$ cat src/rtl/kfd_pkg.sv
package kfd_pkg;

   // Default sizes of the typed-key FIFO and of the pressed map.
   localparam int FIFO_DEPTH_DEF = 16;
   localparam int KEY_CODES_DEF  = 256;

   // Request operation codes.
   localparam logic [2:0] OP_CLEAR       = 3'd0;
   localparam logic [2:0] OP_NEXT_KEY    = 3'd1;
   localparam logic [2:0] OP_KEY_QUERY   = 3'd2;
   localparam logic [2:0] OP_SET_MESSAGE = 3'd3;
   localparam logic [2:0] OP_KEY_TYPED   = 3'd4;
   localparam logic [2:0] OP_KEY_UPDATE  = 3'd5;
   localparam logic [2:0] OP_RAISE       = 3'd6;

   typedef struct packed {
      logic [2:0]  operation;
      logic [15:0] word;
      logic        pressed;
   } kfd_req_type;

   typedef struct packed {
      logic [15:0] read_value;
      logic        read_valid;
      logic        irq_request;
      logic [15:0] irq_message;
   } kfd_rsp_type;

endpackage

$ cat src/rtl/keyboard_fifo_device_unit.sv
// Channel    Ports                          Direction  Handshake
// request    start, busy, req_item          in         taken when start is high and busy is low
// response   rsp_strobe, rsp_item           out        shown for one cycle, always taken
//
// Every request goes as follows: the accepting edge reads the FIFO entry at the read
// pointer and the pressed-map bit at the request's key index into registers, and the next
// edge registers the response, which is on the ports for the cycle after, and writes the
// FIFO or the map. The registered reads of the memories and this read-then-write
// turn set this order; busy stays high while the request is in ST_EXEC, so a new
// request is not taken before the last one is through.
// After reset the pressed map is swept to zero, one bit a cycle, with busy high
// throughout. The receiver cannot stall, so no response is ever held back.
module keyboard_fifo_device_unit
   import kfd_pkg::*;
#(
   parameter int FIFO_DEPTH = FIFO_DEPTH_DEF,
   parameter int KEY_CODES  = KEY_CODES_DEF
) (
   input  logic        clock,
   input  logic        reset,
   input  logic        start,
   output logic        busy,
   input  kfd_req_type req_item,
   output logic        rsp_strobe,
   output kfd_rsp_type rsp_item
);

   // Pointer widths; a FIFO of one entry still gets a one-bit pointer.
   localparam int PTR_W = (FIFO_DEPTH > 1) ? $clog2(FIFO_DEPTH) : 1;
   localparam int CNT_W = $clog2(FIFO_DEPTH + 1);
   localparam int KEY_W = $clog2(KEY_CODES);

   localparam logic [PTR_W-1:0] PTR_LAST = PTR_W'(FIFO_DEPTH - 1);
   localparam logic [CNT_W-1:0] CNT_FULL = CNT_W'(FIFO_DEPTH);
   localparam logic [KEY_W-1:0] KEY_LAST = KEY_W'(KEY_CODES - 1);
   localparam logic [16:0]      KEY_LIMIT = 17'(KEY_CODES);

   typedef enum logic [1:0] {
      ST_CLEAR,
      ST_IDLE,
      ST_EXEC
   } state_type;

   state_type         state_ff;
   kfd_req_type       item_ff;
   logic [PTR_W-1:0]  rd_ptr_ff;
   logic [PTR_W-1:0]  wr_ptr_ff;
   logic [CNT_W-1:0]  count_ff;
   logic [15:0]       message_ff;
   logic [KEY_W-1:0]  clr_ptr_ff;
   logic              rsp_strobe_ff;
   kfd_rsp_type       rsp_ff;

   // The two memories and their registered read data.
   logic [15:0]       fifo_mem [FIFO_DEPTH];
   logic              map_mem [KEY_CODES];
   logic [15:0]       fifo_rd_ff;
   logic              map_rd_ff;

   logic              accept;
   logic              item_in_map;
   logic              fifo_wr_en;
   logic              map_wr_en;
   logic [KEY_W-1:0]  map_wr_addr;
   logic              map_wr_data;
   logic [PTR_W-1:0]  rd_ptr_in;
   logic [PTR_W-1:0]  wr_ptr_in;
   logic [CNT_W-1:0]  count_in;
   logic [15:0]       message_in;
   kfd_rsp_type       rsp_in;

   assign accept      = start && (state_ff == ST_IDLE);
   assign busy        = (state_ff != ST_IDLE);
   assign rsp_strobe  = rsp_strobe_ff;
   assign rsp_item    = rsp_ff;
   assign item_in_map = ({1'b0, item_ff.word} < KEY_LIMIT);

   // Execute state of a request: the read data are in, work out the response and the
   // state updates. The sweep after reset shares the map's write port.
   always_comb begin
      rd_ptr_in   = rd_ptr_ff;
      wr_ptr_in   = wr_ptr_ff;
      count_in    = count_ff;
      message_in  = message_ff;
      rsp_in      = '0;
      fifo_wr_en  = 1'b0;
      map_wr_en   = 1'b0;
      map_wr_addr = item_ff.word[KEY_W-1:0];
      map_wr_data = item_ff.pressed;
      if (state_ff == ST_CLEAR) begin
         map_wr_en   = 1'b1;
         map_wr_addr = clr_ptr_ff;
         map_wr_data = 1'b0;
      end else if (state_ff == ST_EXEC) begin
         case (item_ff.operation)
            OP_CLEAR: begin
               rd_ptr_in = '0;
               wr_ptr_in = '0;
               count_in  = '0;
            end
            OP_NEXT_KEY: begin
               rsp_in.read_valid = 1'b1;
               if (count_ff != '0) begin
                  rsp_in.read_value = fifo_rd_ff;
                  rd_ptr_in = (rd_ptr_ff == PTR_LAST) ? '0 : rd_ptr_ff + 1'b1;
                  count_in  = count_ff - 1'b1;
               end
            end
            OP_KEY_QUERY: begin
               rsp_in.read_valid = 1'b1;
               if (item_in_map) begin
                  rsp_in.read_value = {15'd0, map_rd_ff};
               end
            end
            OP_SET_MESSAGE: begin
               message_in = item_ff.word;
            end
            OP_KEY_TYPED: begin
               if (count_ff < CNT_FULL) begin
                  fifo_wr_en = 1'b1;
                  wr_ptr_in  = (wr_ptr_ff == PTR_LAST) ? '0 : wr_ptr_ff + 1'b1;
                  count_in   = count_ff + 1'b1;
               end
            end
            OP_KEY_UPDATE: begin
               map_wr_en = item_in_map;
            end
            OP_RAISE: begin
               if (message_ff != '0) begin
                  rsp_in.irq_request = 1'b1;
                  rsp_in.irq_message = message_ff;
               end
            end
            default: begin
            end
         endcase
      end
   end

   always_ff @(posedge clock) begin
      if (reset) begin
         state_ff      <= ST_CLEAR;
         rd_ptr_ff     <= '0;
         wr_ptr_ff     <= '0;
         count_ff      <= '0;
         message_ff    <= '0;
         clr_ptr_ff    <= '0;
         rsp_strobe_ff <= 1'b0;
      end else begin
         rsp_strobe_ff <= 1'b0;
         case (state_ff)
            ST_CLEAR: begin
               clr_ptr_ff <= clr_ptr_ff + 1'b1;
               if (clr_ptr_ff == KEY_LAST) begin
                  state_ff <= ST_IDLE;
               end
            end
            ST_IDLE: begin
               if (accept) begin
                  state_ff <= ST_EXEC;
               end
            end
            ST_EXEC: begin
               rd_ptr_ff     <= rd_ptr_in;
               wr_ptr_ff     <= wr_ptr_in;
               count_ff      <= count_in;
               message_ff    <= message_in;
               rsp_strobe_ff <= 1'b1;
               state_ff      <= ST_IDLE;
            end
            default: begin
               state_ff <= ST_IDLE;
            end
         endcase
      end
   end

   // Payload registers: the request held for its execute state and the response.
   always_ff @(posedge clock) begin
      if (accept) begin
         item_ff <= req_item;
      end
      rsp_ff <= rsp_in;
   end

   // Memory ports. Reads run every cycle; the data that matter are those captured at the
   // edge that accepts a request, from the request's own key index and the read pointer.
   always_ff @(posedge clock) begin
      fifo_rd_ff <= fifo_mem[rd_ptr_ff];
      map_rd_ff  <= map_mem[req_item.word[KEY_W-1:0]];
      if (fifo_wr_en) begin
         fifo_mem[wr_ptr_ff] <= item_ff.word;
      end
      if (map_wr_en) begin
         map_mem[map_wr_addr] <= map_wr_data;
      end
   end

endmodule

$ cat config.mk
export PLATFORM = sky130hd
export DESIGN_NAME = keyboard_fifo_device_unit
export DESIGN_NICKNAME = d
export VERILOG_FILES = /design/src/rtl/kfd_pkg.sv /design/src/rtl/keyboard_fifo_device_unit.sv
export SDC_FILE = /design/constraint.sdc
export NUM_CORES = 1
export LEC_CHECK = 0
export ABC_CLOCK_PERIOD_IN_PS = 15700
export BUFFER_PORTS_ARGS = -buffer_cell sky130_fd_sc_hd__buf_2
export CAP_MARGIN = 40
export CORE_ASPECT_RATIO = 0.9
export CORE_MARGIN = 2
export CORE_UTILIZATION = 39
export CTS_CLUSTER_SIZE = 30
export DETAILED_ROUTE_END_ITERATION = 12
export PLACE_DENSITY = 0.52
export SLEW_MARGIN = 10
export SYNTH_ARGS = -nofsm -noshare
export SYNTH_HDL_FRONTEND = slang
export SYNTH_SLANG_ARGS = --single-unit
$ cat constraint.sdc
create_clock -name clock -period 15.7 [get_ports clock]
set_clock_uncertainty 0.2 [all_clocks]
set_input_delay 0.785 -clock clock [delete_from_list [all_inputs] [get_ports clock]]
set_output_delay 0.785 -clock clock [all_outputs]
set_load 0.03 [all_outputs]
# --- After elaboration in Yosys (flattened, before gate mapping) ---
# Memory sizes are Yosys's and may differ from the RTL's. A register that Yosys moved wholly into a read port is not among the register bits.
# Cells that the tools add are included.
op_classes:
  bitwise_logic: 4
  eq_ne: 16
  n_mux: 30
  n_addsub: 5
  n_reduce_logical: 16
  order_cmp: 2
op_table:
  columns: ["operator", "n"]
  rows:
  - ["17-bit one-hot mux with 2 select lines", 1]
  - ["17-bit 2-to-1 mux", 1]
  - ["16-bit by 9-bit less-than comparator with 1-bit output, second input constant", 1]
  - ["16-bit 2-to-1 mux", 1]
  - ["4-bit 2-to-1 mux", 4]
  - ["4-bit one-hot mux with 2 select lines", 2]
  - ["16-bit nonzero test", 1]
  - ["5-bit one-hot mux with 3 select lines", 1]
  - ["1-bit 2-to-1 mux", 14]
  - ["5-bit 2-to-1 mux", 2]
  - ["3-bit equality test, second input constant", 3]
  - ["4-bit by 1-bit adder with 4-bit output, second input constant", 2]
  - ["8-bit by 1-bit adder with 8-bit output, second input constant", 1]
  - ["4-bit equality test, second input constant", 2]
  - ["8-bit equality test, second input constant", 1]
  - ["8-bit 2-to-1 mux", 1]
  - ["4-bit AND reduction", 2]
  - ["3-bit by 2-bit equality test with 1-bit output, second input constant", 2]
  - ["2-bit inequality test, second input constant", 3]
  - ["5-bit by 1-bit adder with 5-bit output, second input constant", 1]
  - ["5-bit less-than comparator, second input constant", 1]
  - ["5-bit AND reduction", 1]
  - ["5-bit nonzero test", 1]
  - ["5-bit by 1-bit subtractor with 5-bit output, second input constant", 1]
  - ["17 further kinds", 23]
word_totals:
  n_memories: 2
  ramBits: 512
  register_bits: 94
mem_list:
  columns: ["memory", "words", "width", "rd", "rd_ports_with_merged_regs", "write_ports", "line_no", "rtl"]
  rows:
  - ["fifo_mem", 16, 16, 1, 1, 1, "keyboard_fifo_device_unit.sv:55", "logic [15:0] fifo_mem [FIFO_DEPTH];"]
  - ["map_mem", 256, 1, 1, 1, 1, "keyboard_fifo_device_unit.sv:56", "logic map_mem [KEY_CODES];"]

# --- Logic depth before layout (Yosys ltp) ---
depth:
  word_depth: 7
  mapped_depth: 10
  ltp_nobuf: 8

# --- Least setup slack after synthesis ---
# Ideal clock, no wire load.
synth_path:
  path_type: "register -> register"
  start: "reg state_ff[0]"
  end: "mem map_mem[0] (data pin)"
  period_less_slack_ns: 5.355
  slack_ns: 10.345
  n_path_buf: 2
  path_stages_with_launch: 5
  setup_ns: 0.870
  arrival_time_ns: 4.286
  cell_sequence: "dfxtp_1 or2_1 clkbuf_1 clkbuf_1 and2_1"
synth_via:
  elab_chain_cells: 2
synth_lines:
  columns: ["element", "line_no", "rtl"]
  rows:
  - ["start, declared", "keyboard_fifo_device_unit.sv:44", "state_type state_ff;"]
  - ["start signal, assigned", "keyboard_fifo_device_unit.sv:142", "state_ff <= ST_CLEAR;"]
  - ["start signal, assigned", "keyboard_fifo_device_unit.sv:155", "state_ff <= ST_IDLE;"]
  - ["start signal, assigned", "keyboard_fifo_device_unit.sv:160", "state_ff <= ST_EXEC;"]
  - ["2-bit logical NOT", "keyboard_fifo_device_unit.sv:90", "if (state_ff == ST_CLEAR) begin"]
  - ["1-bit 2-to-1 mux", "keyboard_fifo_device_unit.sv:90", null]
  - ["via map_wr_data", "keyboard_fifo_device_unit.sv:65", "logic map_wr_data;"]
  - ["end, declared", "keyboard_fifo_device_unit.sv:56", null]
# The timed path passes the listed nets, and every way through them passes these cells.

==> flow_summary.json <==
{
  "tightest_slew_ps": 934,
  "cts_root_buf": "clkbuf_16",
  "layout-drive-gt1-share_pct": 20.5,
  "worstSkewPairLatency_ps": 610,
  "crit_path_max_fanout": 43,
  "via_count": 13964,
  "yosys-top-cells-count": "edfxtp_1 (532), nor2_1 (315), mux4_2 (122), dfxtp_1 (91), clkbuf_1 (68)",
  "postPlaceCellArea_mm2": 0.0263,
  "seqCellArea_mm2": 0.0178,
  "final_cells": 2521,
  "regToRegSetupSlack_ps": 11970,
  "cts.reportedPaths.clkPinSlew_ps": 60,
  "grt-ovfl-total": 0,
  "post-cts-setup-buffers": 0,
  "yosys_register_bits": 623,
  "synthTopCellsByArea": "edfxtp_1 (64%), mux4_2 (11%), dfxtp_1 (7.3%)",
  "nFillCells": 5491,
  "finalCritPeriodShare_pct": 24.9,
  "antenna_cells": 0,
  "final_nets": 1658,
  "port_buffers": 58,
  "yosysUniqueCellTypes": 53,
  "io-pin-count": 59,
  "tns_ps": 0,
  "syn2layout_area_growth_pct": 14.7,
  "post-dp-hpwl_um": 36600,
  "fin_crit_ps": 3900,
  "die-area_mm2": 0.0657,
  "grt_busiest_layer": "met1",
  "grt_antenna_before_repair": 1,
  "irDropWorstVdd_mv": 0.0662,
  "cts_hold_buf": 0,
  "cts.sinks": 623,
  "drtAntennaViolNets": 0,
  "postRouteWirelength_um": 61200,
  "critPathRequiredTime_ps": 16000,
  "r2r.worst_path.cells": 5,
  "critPathLaunchType": "input port",
  "final_area_mm2": 0.0285,
  "netlist_area_mm2": 0.0248,
  "power_leakage_nw": 9.18,
  "synth_ff_type": "edfxtp_1",
  "cts_max_level": 3,
  "grt_usage_pct": 18.7,
  "grtUsageMet3_pct": 3.28,
  "drcViolationCount": 0,
  "max-clock-path-buffers": 3,
  "final_hold_viol_count": 0,
  "cts_resized": 0,
  "die_h_um": 243,
  "numCtsBuffers": 67,
  "multi_input_area_mm2": 0.00666,
  "grt_pass1_vias": 13797,
  "yosysTopAreaCellShare_pct": 64.3,
  "seq_area_frac_synth_pct": 71.6,
  "max-cap-violations": 0,
  "slew_headroom_pct": 37.2,
  "worstSetupEndpointType": "flop",
  "critPathKind": "in -> reg",
  "firstDrtPassIters": 5,
  "fmax_ghz": 0.256,
  "setup_viol": 0,
  "vias_per_cell": 5.54,
  "syn_nets": 1584,
  "hold_depth": 1,
  "yosysWarnings": 0,
  "rows": 87,
  "die_w_um": 270,
  "hold_ws_ps": 152,
  "grt_pass1_wl_um": 91300,
  "wl_per_cell_um": 24.3,
  "min_path_type": "in -> reg",
  "yosysTopAreaCell": "edfxtp_1",
  "grt_use_met1_pct": 29.0,
  "grtUsageMet2_pct": 27.1,
  "slew_violations": 0,
  "place_congestion": 0.766,
  "grt_max_degree": 86,
  "synth_most_common_cell": "edfxtp_1",
  "syn-instance-count": 1550,
  "async_flop_share_pct": 0,
  "tritoncts": "done",
  "placedCellCount": 2400,
  "rsz0062_at_grt": "false",
  "core-area_mm2": 0.0628,
  "pwr_density_cell_mw_per_mm2": 119,
  "worstPathArrival_ps": 4210,
  "outcome": "finished clean",
  "initial_utilization_pct": 39.6,
  "synth_area_per_cell_um2": 16.0,
  "synth_edf_count": 532,
  "drtIter0Drc": 1275
}
per-stage QoR:
step	total power, W	worst slack, ps	utilization (%)
finish	0.00340	11800	45.4
global route	0.00350	11620	45.4
CTS	0.00343	11920	45.4
detailed placement	0.00188	11300	41.9
global placement	0.00188	11360	41.4
floorplan	0.00186	10340	-
report_power, final:
| group | internal, W | leakage (nW) | switching (W) | total, W |
|---|---|---|---|---|
| combinational | 0.0000267 | 2.70 | 0.0000488 | 0.0000755 |
| sequential | 0.00177 | 5.43 | 0.00000170 | 0.00177 |
| clock | 0.000909 | 1.05 | 0.000640 | 0.00155 |
| total | 0.00271 | 9.18 | 0.000690 | 0.00340 |
cells in the final DEF, fill, tap and decap left out, types with 18 or more instances in the layout:
master     netlist  layout
edfxtp_1       532     532
nor2_1         315     302
mux4_2         122     122
dfxtp_1         91      88
clkbuf_16        0      70
mux2i_1         67      67
nand2_1         59      59
buf_2           16      57
nand3_1         38      38
buf_4            6      27
o22ai_1         23      23
nand3b_1        20      20
a21oi_1         20      20
and2_1          19      18
and3_1          18      18
worst max-delay path: stages:
cell      delay [ps]
buf_4            390
buf_4            750
nand3_1          760
o22ai_1          660
nor4_1           220
a311oi_1         290
a31oi_1           70
a22oi_1          210
area by class of cell:
| cell class | count | share of cell area [%] |
|---|---|---|
| sequential | 623 | 62.5 |
| multi-input combinational | 823 | 23.4 |
| clock buffer | 92 | 6.61 |
| tap | 845 | 3.71 |
| timing repair buffer | 102 | 2.78 |
| clock inverter | 29 | 0.949 |
| inverter | 7 | 0.0922 |
cell families (layout without fill, tap and decap cells):
kind of cell | count (synthesis) | count (layout) | synth area share (%)
and+or+nand+nor | 521 | 521 | 9.26
xor gates and xnor gates | 9 | 9 | 0.317
DFF | 623 | 623 | 71.6
muxes | 190 | 190 | 13.8
AOI/OAI and AO/OA | 92 | 92 | 2.50
buffers and inverters | 104 | 230 | 1.89
adders and majority gates | 11 | 11 | 0.584
per-layer routing:
layer  share of wire (%)  routed length, µm
met1                  48              29600
met4                 2.3               1390
met3                 5.9               3620
met2                  43              26600
met5                   0                  0
registers in the layout, indices dropped and copies added (netlist names), 2 cells and up:
signal	count
clr_ptr_ff	8
count_ff	5
item_ff	20
wr_ptr_ff	4
rsp_item	34
message_ff	16
fifo_mem	256
state_ff	2
rd_ptr_ff	4
map_mem	256
fifo_rd_ff	16
final timing paths:
check                              from                       to
hold reg to reg   fifo_rd_ff[5]$_DFF_P_  rsp_item[23]$_SDFF_PN0_
hold / removal              req_item[9]     item_ff[9]$_DFFE_PP_
setup / recovery            req_item[2]        map_rd_ff$_DFF_P_
setup reg to reg  item_ff[12]$_DFFE_PP_    map_mem[85]$_DFFE_PP_
Note: power is estimated with default switching activity, not from simulation.
